File: src/sv/hsv2bgr_pkg.sv
`timescale 1ns / 1ps

package hsv2bgr_pkg;

	// Input field widths
	localparam int HUE_W = 10;
	localparam int PCT_W = 8;
	localparam int BYTE_W = 8;

	// Valid input ranges
	localparam logic [8:0] HUE_MAX = 9'd360;
	localparam logic [6:0] PCT_MAX = 7'd100;

	// Sector boundaries in degrees
	localparam logic [8:0] DEG_60  = 9'd60;
	localparam logic [8:0] DEG_120 = 9'd120;
	localparam logic [8:0] DEG_180 = 9'd180;
	localparam logic [8:0] DEG_240 = 9'd240;
	localparam logic [8:0] DEG_300 = 9'd300;

	// Fixed point: every fraction is over 100 * 100 * 60
	localparam int FRAC_W = 20;
	localparam logic [FRAC_W-1:0] FULL_DEN = 20'd600000;
	localparam logic [FRAC_W-1:0] CHROMA_K = 20'd60;
	localparam logic [FRAC_W-1:0] VALUE_K = 20'd6000;

	// 255 / 600000 = 17 / 40000: times 17, shift by 6, then divide by 625
	// through a reciprocal, exact for any dividend below 2^18
	localparam int DIV_IN_W = 18;
	localparam int PROD_W = 37;
	localparam logic [PROD_W-1:0] RECIP_M = 37'd429497;
	localparam int RECIP_SHIFT = 28;

	// Hue sectors of 60 degrees each
	typedef enum logic [2:0] {
		SEC_RED_YEL = 3'd0,
		SEC_YEL_GRN = 3'd1,
		SEC_GRN_CYN = 3'd2,
		SEC_CYN_BLU = 3'd3,
		SEC_BLU_MAG = 3'd4,
		SEC_MAG_RED = 3'd5
	} sector_t;

endpackage

File: src/sv/hsv_to_bgr_convert.sv
// HSV to BGR colour converter, five-stage pipeline.
// Each accepted item is registered in stages 1 to 5 in order.
// Throughput: one item per cycle while out_stall is low; the five pipeline
// registers each hold one item and advance independently, so a stall only
// backs up into empty slots. Reset (arst_n low, asynchronous) clears the stage
// valid bits only; no payload register is reset.
`timescale 1ns / 1ps

module hsv_to_bgr_convert (
	input  logic                                   clk,
	input  logic                                   arst_n,
	input  logic                                   in_valid,
	output logic                                   in_stall,
	input  logic signed [hsv2bgr_pkg::HUE_W-1:0]   hue,
	input  logic signed [hsv2bgr_pkg::PCT_W-1:0]   saturation,
	input  logic signed [hsv2bgr_pkg::PCT_W-1:0]   brightness,
	output logic                                   out_valid,
	input  logic                                   out_stall,
	output logic        [hsv2bgr_pkg::BYTE_W-1:0]  blue,
	output logic        [hsv2bgr_pkg::BYTE_W-1:0]  green,
	output logic        [hsv2bgr_pkg::BYTE_W-1:0]  red
);

	import hsv2bgr_pkg::*;

	// Stage valid bits and per-stage advance
	logic vld_s1, vld_s2, vld_s3, vld_s4, vld_s5;
	logic rdy_s1, rdy_s2, rdy_s3, rdy_s4, rdy_s5;

	// Stage 1 payload
	logic          ok_s1;
	sector_t       sec_s1;
	logic [13:0]   sv_s1;
	logic [6:0]    val_s1;
	logic [5:0]    ramp_s1;

	// Stage 2 payload
	logic              ok_s2;
	sector_t           sec_s2;
	logic [FRAC_W-1:0] c_s2;
	logic [FRAC_W-1:0] x_s2;
	logic [FRAC_W-1:0] vm_s2;

	// Stage 3 payload: numerators over FULL_DEN
	logic [FRAC_W-1:0] nb_s3, ng_s3, nr_s3;

	// Stage 4 payload: dividends for the divide by 625
	logic [DIV_IN_W-1:0] zb_s4, zg_s4, zr_s4;

	// Stage 5 payload: output bytes
	logic [BYTE_W-1:0] b_s5, g_s5, r_s5;

	// Ready chain: a stage takes a new item when empty or when it moves on
	assign rdy_s5   = !vld_s5 || !out_stall;
	assign rdy_s4   = !vld_s4 || rdy_s5;
	assign rdy_s3   = !vld_s3 || rdy_s4;
	assign rdy_s2   = !vld_s2 || rdy_s3;
	assign rdy_s1   = !vld_s1 || rdy_s2;
	assign in_stall = !rdy_s1;

	always_ff @(posedge clk or negedge arst_n) begin
		if (!arst_n) begin
			vld_s1 <= 1'b0;
			vld_s2 <= 1'b0;
			vld_s3 <= 1'b0;
			vld_s4 <= 1'b0;
			vld_s5 <= 1'b0;
		end else begin
			if (rdy_s1) vld_s1 <= in_valid;
			if (rdy_s2) vld_s2 <= vld_s1;
			if (rdy_s3) vld_s3 <= vld_s2;
			if (rdy_s4) vld_s4 <= vld_s3;
			if (rdy_s5) vld_s5 <= vld_s4;
		end
	end

	// ---------------- Stage 1: range check, sector, ramp, S*V ----------------
	logic [8:0]  h9;
	logic [6:0]  sat7, val7;
	logic        in_ok;
	sector_t     sec_c;
	logic [8:0]  base_c;
	logic [8:0]  ramp_c;

	assign h9   = hue[8:0];
	assign sat7 = saturation[6:0];
	assign val7 = brightness[6:0];
	assign in_ok = !hue[HUE_W-1] && (h9 <= HUE_MAX)
		&& !saturation[PCT_W-1] && (sat7 <= PCT_MAX)
		&& !brightness[PCT_W-1] && (val7 <= PCT_MAX);

	// Sector from the hue; hue of 360 lands in the last one
	always_comb begin
		if (h9 < DEG_60)       sec_c = SEC_RED_YEL;
		else if (h9 < DEG_120) sec_c = SEC_YEL_GRN;
		else if (h9 < DEG_180) sec_c = SEC_GRN_CYN;
		else if (h9 < DEG_240) sec_c = SEC_CYN_BLU;
		else if (h9 < DEG_300) sec_c = SEC_BLU_MAG;
		else                   sec_c = SEC_MAG_RED;
	end

	// Ramp weight 60 - |(h mod 120) - 60|: rises in even sectors, falls in odd
	always_comb begin
		unique case (sec_c)
			SEC_RED_YEL, SEC_YEL_GRN: base_c = 9'd0;
			SEC_GRN_CYN, SEC_CYN_BLU: base_c = DEG_120;
			SEC_BLU_MAG, SEC_MAG_RED: base_c = DEG_240;
			default:                  base_c = 9'd0;
		endcase
		if (sec_c[0]) ramp_c = base_c + DEG_120 - h9;
		else          ramp_c = h9 - base_c;
	end

	always_ff @(posedge clk) begin
		if (rdy_s1 && in_valid) begin
			ok_s1   <= in_ok;
			sec_s1  <= sec_c;
			sv_s1   <= 14'(sat7) * 14'(val7);
			val_s1  <= val7;
			ramp_s1 <= ramp_c[5:0];
		end
	end

	// ---------------- Stage 2: chroma, ramp and V products ----------------
	always_ff @(posedge clk) begin
		if (rdy_s2 && vld_s1) begin
			ok_s2  <= ok_s1;
			sec_s2 <= sec_s1;
			c_s2   <= FRAC_W'(sv_s1) * CHROMA_K;
			x_s2   <= FRAC_W'(sv_s1) * FRAC_W'(ramp_s1);
			vm_s2  <= FRAC_W'(val_s1) * VALUE_K;
		end
	end

	// ---------------- Stage 3: offset and channel selection ----------------
	logic [FRAC_W-1:0] m_c;
	logic [FRAC_W-1:0] pb_c, pg_c, pr_c;

	assign m_c = vm_s2 - c_s2;

	always_comb begin
		pb_c = '0;
		pg_c = '0;
		pr_c = '0;
		unique case (sec_s2)
			SEC_RED_YEL: begin pr_c = c_s2; pg_c = x_s2; end
			SEC_YEL_GRN: begin pr_c = x_s2; pg_c = c_s2; end
			SEC_GRN_CYN: begin pg_c = c_s2; pb_c = x_s2; end
			SEC_CYN_BLU: begin pg_c = x_s2; pb_c = c_s2; end
			SEC_BLU_MAG: begin pr_c = x_s2; pb_c = c_s2; end
			SEC_MAG_RED: begin pr_c = c_s2; pb_c = x_s2; end
			default: begin end
		endcase
	end

	// Out-of-range items go black
	always_ff @(posedge clk) begin
		if (rdy_s3 && vld_s2) begin
			nb_s3 <= ok_s2 ? (pb_c + m_c) : '0;
			ng_s3 <= ok_s2 ? (pg_c + m_c) : '0;
			nr_s3 <= ok_s2 ? (pr_c + m_c) : '0;
		end
	end

	// ---------------- Stage 4: times 17, drop six bits ----------------
	logic [FRAC_W+3:0] yb_c, yg_c, yr_c;

	assign yb_c = {nb_s3, 4'b0000} + {4'b0000, nb_s3};
	assign yg_c = {ng_s3, 4'b0000} + {4'b0000, ng_s3};
	assign yr_c = {nr_s3, 4'b0000} + {4'b0000, nr_s3};

	always_ff @(posedge clk) begin
		if (rdy_s4 && vld_s3) begin
			zb_s4 <= yb_c[FRAC_W+3 -: DIV_IN_W];
			zg_s4 <= yg_c[FRAC_W+3 -: DIV_IN_W];
			zr_s4 <= yr_c[FRAC_W+3 -: DIV_IN_W];
		end
	end

	// ---------------- Stage 5: divide by 625 via reciprocal ----------------
	logic [PROD_W-1:0] qb_c, qg_c, qr_c;

	assign qb_c = PROD_W'(zb_s4) * RECIP_M;
	assign qg_c = PROD_W'(zg_s4) * RECIP_M;
	assign qr_c = PROD_W'(zr_s4) * RECIP_M;

	always_ff @(posedge clk) begin
		if (rdy_s5 && vld_s4) begin
			b_s5 <= qb_c[RECIP_SHIFT +: BYTE_W];
			g_s5 <= qg_c[RECIP_SHIFT +: BYTE_W];
			r_s5 <= qr_c[RECIP_SHIFT +: BYTE_W];
		end
	end

	assign out_valid = vld_s5;
	assign blue      = b_s5;
	assign green     = g_s5;
	assign red       = r_s5;

	// ---------------- Checks ----------------
	// A free output means every stage can advance
	a_no_stall_when_drained: assert property (@(posedge clk) disable iff (!arst_n)
		!out_stall |-> !in_stall)
		else $error("input stalled while output free");

	// Offset V - C never goes negative for an in-range item
	a_offset_positive: assert property (@(posedge clk) disable iff (!arst_n)
		vld_s2 && ok_s2 |-> vm_s2 >= c_s2)
		else $error("negative offset");

	// Numerators stay within the full denominator
	a_num_in_range: assert property (@(posedge clk) disable iff (!arst_n)
		vld_s3 |-> (nb_s3 <= FULL_DEN) && (ng_s3 <= FULL_DEN) && (nr_s3 <= FULL_DEN))
		else $error("channel numerator above full scale");

	// A stalled stage 4 slot keeps its item (blue and red dividends checked)
	a_stage4_hold: assert property (@(posedge clk) disable iff (!arst_n)
		vld_s4 && !rdy_s4 |=> vld_s4 && $stable(zb_s4) && $stable(zr_s4))
		else $error("stage 4 item lost under stall");

endmodule

File: config.mk
export PLATFORM = sky130hd
export DESIGN_NAME = hsv_to_bgr_convert
export DESIGN_NICKNAME = d
export VERILOG_FILES = /design/src/sv/hsv2bgr_pkg.sv /design/src/sv/hsv_to_bgr_convert.sv
export SDC_FILE = /design/constraint.sdc
export NUM_CORES = 2
export LEC_CHECK = 0
export BUFFER_PORTS_ARGS = -buffer_cell sky130_fd_sc_hd__buf_2
export CORE_ASPECT_RATIO = 0.8
export CORE_MARGIN = 2
export CORE_UTILIZATION = 60
export DETAILED_ROUTE_END_ITERATION = 10
export PLACE_DENSITY_LB_ADDON = 0.2
export SLEW_MARGIN = 40
export SYNTH_ARGS = -nofsm -noshare
export SYNTH_HDL_FRONTEND = slang
export SYNTH_SLANG_ARGS = --single-unit
File: constraint.sdc
create_clock -name clk -period 7.8 [get_ports clk]
set_input_delay 0 -clock clk [delete_from_list [all_inputs] [get_ports clk]]
set_output_delay 0 -clock clk [all_outputs]
set_load 0.01 [all_outputs]
# == Yosys cells after proc, flatten, opt, wreduce, memory -nomap -nowiden ==
# Index checks and enable logic that the tools add are counted.
# totals
in_bits,30
regBits,232
word_cells,102
# op_classes
add_sub_neg,10
muxes,10
n_eq_ne,9
mul,7
n_lt_le_gt_ge,8
n_reduce_logical,34
# ops
operator,count
case mux 20 bit (2 select lines),3
multiplier 18 x 19 -> 36 bit (second input constant),3
adder 24 x 20 -> 24 bit,3
adder 20 bit,3
multiplier 14 x 6 -> 20 bit,1
subtractor 20 bit,1
less-than comparator 9 x 8 -> 1 bit (second input constant),2
multiplier 14 x 4 -> 18 bit (second input constant),1
multiplier 7 x 9 -> 16 bit (second input constant),1
OR reduction 2 bit,8
<= comparator 7 bit (second input constant),2
multiplier 7 x 7 -> 14 bit,1
equality test 3 x 2 -> 1 bit (second input constant),4
equality test 3 bit (second input constant),4
2-to-1 mux 3 bit,4
case mux 6 bit (2 select lines),1
subtractor 6 bit,2
logical AND 1 bit,10
logical NOT 1 bit,10
<= comparator 9 bit (second input constant),1
less-than comparator 9 x 6 -> 1 bit (second input constant),1
less-than comparator 9 x 7 -> 1 bit (second input constant),1
less-than comparator 9 bit (second input constant),1
adder 6 bit (second input constant),1
5 further kinds,9

# == Logic depth before layout (Yosys ltp) ==
# logic_depth
ltp_word,12
mapped_depth,22
ltp_nobuf,21

# == Least setup slack after synthesis ==
# Ideal clock, no wire load.
# synth_path
kind,reg2reg
startpoint,register zr_s4[5]
endpoint,register r_s5[6] (netlist: red[6]) (data pin)
period_less_slack_ns,5.693
required_ns,7.538
stages_incl_launch_ff,20
slack_ns,2.107
t_arrival_ns,5.431
cell_sequence,edfxtp_1 ha_1 inv_1 fa_1 inv_1 fa_1 fa_1 inv_1 fa_1 fa_1 inv_1 ha_1 o21a_1 o2111a_1 a31o_2 a221oi_1 a31oi_1 o41ai_2 o21bai_1 xor2_1
# synth_between
elab_chain_len,1
# synth_lines
item,line,source
from (decl),hsv_to_bgr_convert.sv:48,"logic [DIV_IN_W-1:0] zb_s4, zg_s4, zr_s4;"
from (signal assigned),hsv_to_bgr_convert.sv:176,zr_s4 <= yr_c[FRAC_W+3 -: DIV_IN_W];
multiplier 18 x 19 -> 36 bit,hsv_to_bgr_convert.sv:185,assign qr_c = PROD_W'(zr_s4) * RECIP_M;
net qr_c[34],hsv_to_bgr_convert.sv:181,"logic [PROD_W-1:0] qb_c, qg_c, qr_c;"
to (signal assigned),hsv_to_bgr_convert.sv:191,r_s5 <= qr_c[RECIP_SHIFT +: BYTE_W];
to (decl),hsv_to_bgr_convert.sv:51,"logic [BYTE_W-1:0] b_s5, g_s5, r_s5;"
# The timed path passes the listed nets, and every way through them passes these cells.
# A chain may end at the register's enable or synchronous reset.

# == Final worst setup path ==
# layout_path
startpoint,register zr_s4[12]
endpoint,register r_s5[6] (netlist: red[6]) (data pin)
# The elaborated chain is that of the path after synthesis.

==> impl_metrics.json <==
{
  "die_width_um": 281,
  "syn_inst": 3573,
  "gp_congestion": 0.944,
  "synth.cell_area_mm2": 0.0368,
  "clk_latency_ns": 0.60,
  "avgSynthCellArea_um2": 10.3,
  "grt_max_degree": 61,
  "period_share_pct": 79.4,
  "antenna_left": 0,
  "antennaDiodeCount": 0,
  "die_h_um": 225,
  "clockRootBuffer": "clkbuf_16",
  "dr_total_vias": 24500,
  "final_nets": 4860,
  "die-area_mm2": 0.0633,
  "path_clk_slew_ns": 0.06,
  "syn-num-nets": 4772,
  "routed_wl_um": 77900,
  "crit_chain": "ha_1, inv_1, fa_1, inv_1, fa_1, fa_1, fa_1, inv_1, fa_1, inv_1, ha_1, and3_1, and4_1, a31o_2, a221oi_1, a31oi_1, o41ai_2, o21bai_1, xor2_1",
  "cts_tree": "done",
  "critical-path-max-stage-delay_ns": 0.54,
  "outcome": "finished clean",
  "grt_use_total_pct": 25.6,
  "ys_ff_latch": 232,
  "critical_path_required_ns": 8.14,
  "cts-buffers-inserted": 29,
  "tightest_slew_ns": 0.724,
  "min_path_type": "in -> reg",
  "postCtsHoldBufs": 23,
  "finalMaxSlewViolations": 0,
  "initial_core_util_pct": 60.4,
  "synth_edf_count": 227,
  "dr.pass1.iters": 7,
  "num-fill-cells": 4946,
  "multi_input_area_mm2": 0.0266,
  "vias_per_cell": 5.43,
  "cts_max_level": 1,
  "ys.flop_type": "edfxtp_1",
  "ys_seq_area_share_pct": 18.9,
  "drt_iter0_drc": 1499,
  "final_common_cell": "inv_1",
  "setup_violations": 0,
  "period_needed_ns": 6.20,
  "fmax_ghz": 0.161,
  "rsz0062_at_grt": "false",
  "crit_fanout": 6,
  "cp_common_cell": "fa_1",
  "yosys_warnings": 0,
  "async_reset_ff_share_pct": 2.16,
  "max-slew-margin-rel_pct": 50.5,
  "worst-endpoint-arrival_ns": 6.53,
  "path_class": "reg -> reg",
  "layout_common_cells": "inv_1, ha_1, fa_1",
  "drc_errors": 0,
  "overflow": 0,
  "cp-start-kind": "flip-flop",
  "regArea_mm2": 0.00694,
  "cap_violations": 0,
  "area_growth_pct": 6.77,
  "tns_ns": 0,
  "cp_slowest_cell": "fa_1",
  "rows": 81,
  "grt_pass1_vias": 24900,
  "numClockSinks": 232,
  "end_kind": "flip-flop",
  "drive_above_1_share_pct": 4.05,
  "fin_skew_ns": 0.0199,
  "port_buffers": 55,
  "grt_pass1_wl_um": 128000,
  "pin_count": 56,
  "postCtsSetupBuffers": 0,
  "hold_viol_final": 0,
  "avgRoutedWirePerCell_um": 17.3,
  "clock_path_buffers": 3,
  "dp_hpwl_um": 66700,
  "cts_resized": 0,
  "antenna_found_initial": 0,
  "ys_types": 78,
  "core_area_mm2": 0.0609
}
## final cells by class
class,count,share of cell area [%]
clock inverter,20,0.535
tap,830,2.64
multi-input combinational,2471,67.7
sequential,232,17.7
timing repair buffer,88,1.50
clock buffer,33,1.89
inverter,839,8.02
## worst max-delay path, delay by kind of cell (launching register included)
family,cells,cell delay (ns)
buf+inv,4,0.24
simple gates,2,0.44
fa+ha+maj,7,3.22
flops,1,0.53
xor+xnor,1,0.16
compound gates,5,1.34
## worst paths after layout
kind | slack (ns) | to | from | cells after the start
worst max-delay path | 1.60 | red[6]$_DFFE_PP_ | zr_s4[12]$_DFFE_PP_ | 19
worst min-delay path | 0.03 | ramp_s1[4]$_DFFE_PP_ | hue[4] | 4
worst max register to register | 1.60 | red[6]$_DFFE_PP_ | zr_s4[12]$_DFFE_PP_ | 19
worst min register to register | 0.43 | sec_s2[2]$_DFFE_PP_ | sec_s1[2]$_DFFE_PP_ | 0
max in group asynchronous | 7.27 | vld_s1$_DFFE_PN0N_ | arst_n | 3
min in group asynchronous | 0.33 | out_valid$_DFFE_PN0P_ | arst_n | 3
## registers in the layout (all words and copies together) (netlist names), 3 cells and up
register,flops
nb_s3,20
ng_s3,20
nr_s3,20
x_s2,20
c_s2,18
zb_s4,18
zg_s4,18
zr_s4,18
vm_s2,16
sv_s1,14
blue,8
green,8
red,8
val_s1,7
ramp_s1,6
sec_s1,3
sec_s2,3
## layer usage
metal  GRT usage [%]  vias up  part of all wire, %
li1                -    12000                    -
met1            38.4    11900                   49
met2            38.9      516                   43
met3            5.14       87                  6.0
met4            4.28        0                  1.7
met5               0        -                    0
## through the flow
stage          util (%)  hold slack, ns  cells  setup WS [ns]  cell area, um^2
6_report           64.5          0.0260   4513           1.60            39300
5_1_grt            64.5          0.0619   4513           1.32            39300
4_1_cts            64.5          0.0179   4513           1.61            39300
3_5_place_dp       62.5          -0.177   4437           1.61            38100
3_3_place_gp       62.5          -0.183   4436           1.67            38100
2_1_floorplan         -          -0.296   3573           2.11            36800
## logic make-up after synthesis
family / after synthesis / share of synthesized area, %
AND/OR/NAND/NOR: 611 / 8.22
AO/OA/AOI/OAI: 504 / 9.41
buffers and inverters: 870 / 8.89
multiplexers: 11 / 0.306
XOR/XNOR: 175 / 4.24
adder cells (fa/ha/maj): 1170 / 50.1
flip-flops: 232 / 18.9
## Yosys cell counts (6+ instances only)
cell / instances / area share [%]
o211ai_1: 19 / 0.39
o21bai_1: 29 / 0.59
fa_1: 502 / 27
a22o_1: 53 / 1.3
and3_1: 31 / 0.53
nand2_1: 180 / 1.8
and4_1: 6 / 0.14
nor3b_1: 6 / 0.12
nand3_1: 42 / 0.57
o21ai_0: 69 / 0.94
ha_1: 667 / 23
nor3_1: 52 / 0.71
mux2i_1: 9 / 0.24
a21o_1: 58 / 1.2
a21oi_1: 115 / 1.6
a211o_1: 6 / 0.14
a2111oi_0: 10 / 0.24
nand2b_1: 18 / 0.31
or3_1: 12 / 0.20
nor4_1: 7 / 0.12
or4_1: 6 / 0.12
o31ai_1: 7 / 0.14
clkbuf_1: 25 / 0.26
o21a_1: 26 / 0.53
inv_1: 839 / 8.6
edfxtp_1: 227 / 19
and2_1: 60 / 1.0
nor2_1: 121 / 1.2
nand4_1: 17 / 0.29
xor2_1: 60 / 1.4
a221oi_1: 8 / 0.19
a31o_2: 6 / 0.14
xnor2_1: 113 / 2.7
a211oi_1: 21 / 0.43
a31oi_1: 24 / 0.41
or2_2: 12 / 0.20
nor2b_1: 29 / 0.49
Power is left out: the tool's default activity adds up to more than one toggle a clock period on the data nets, which glitch-free logic cannot reach.
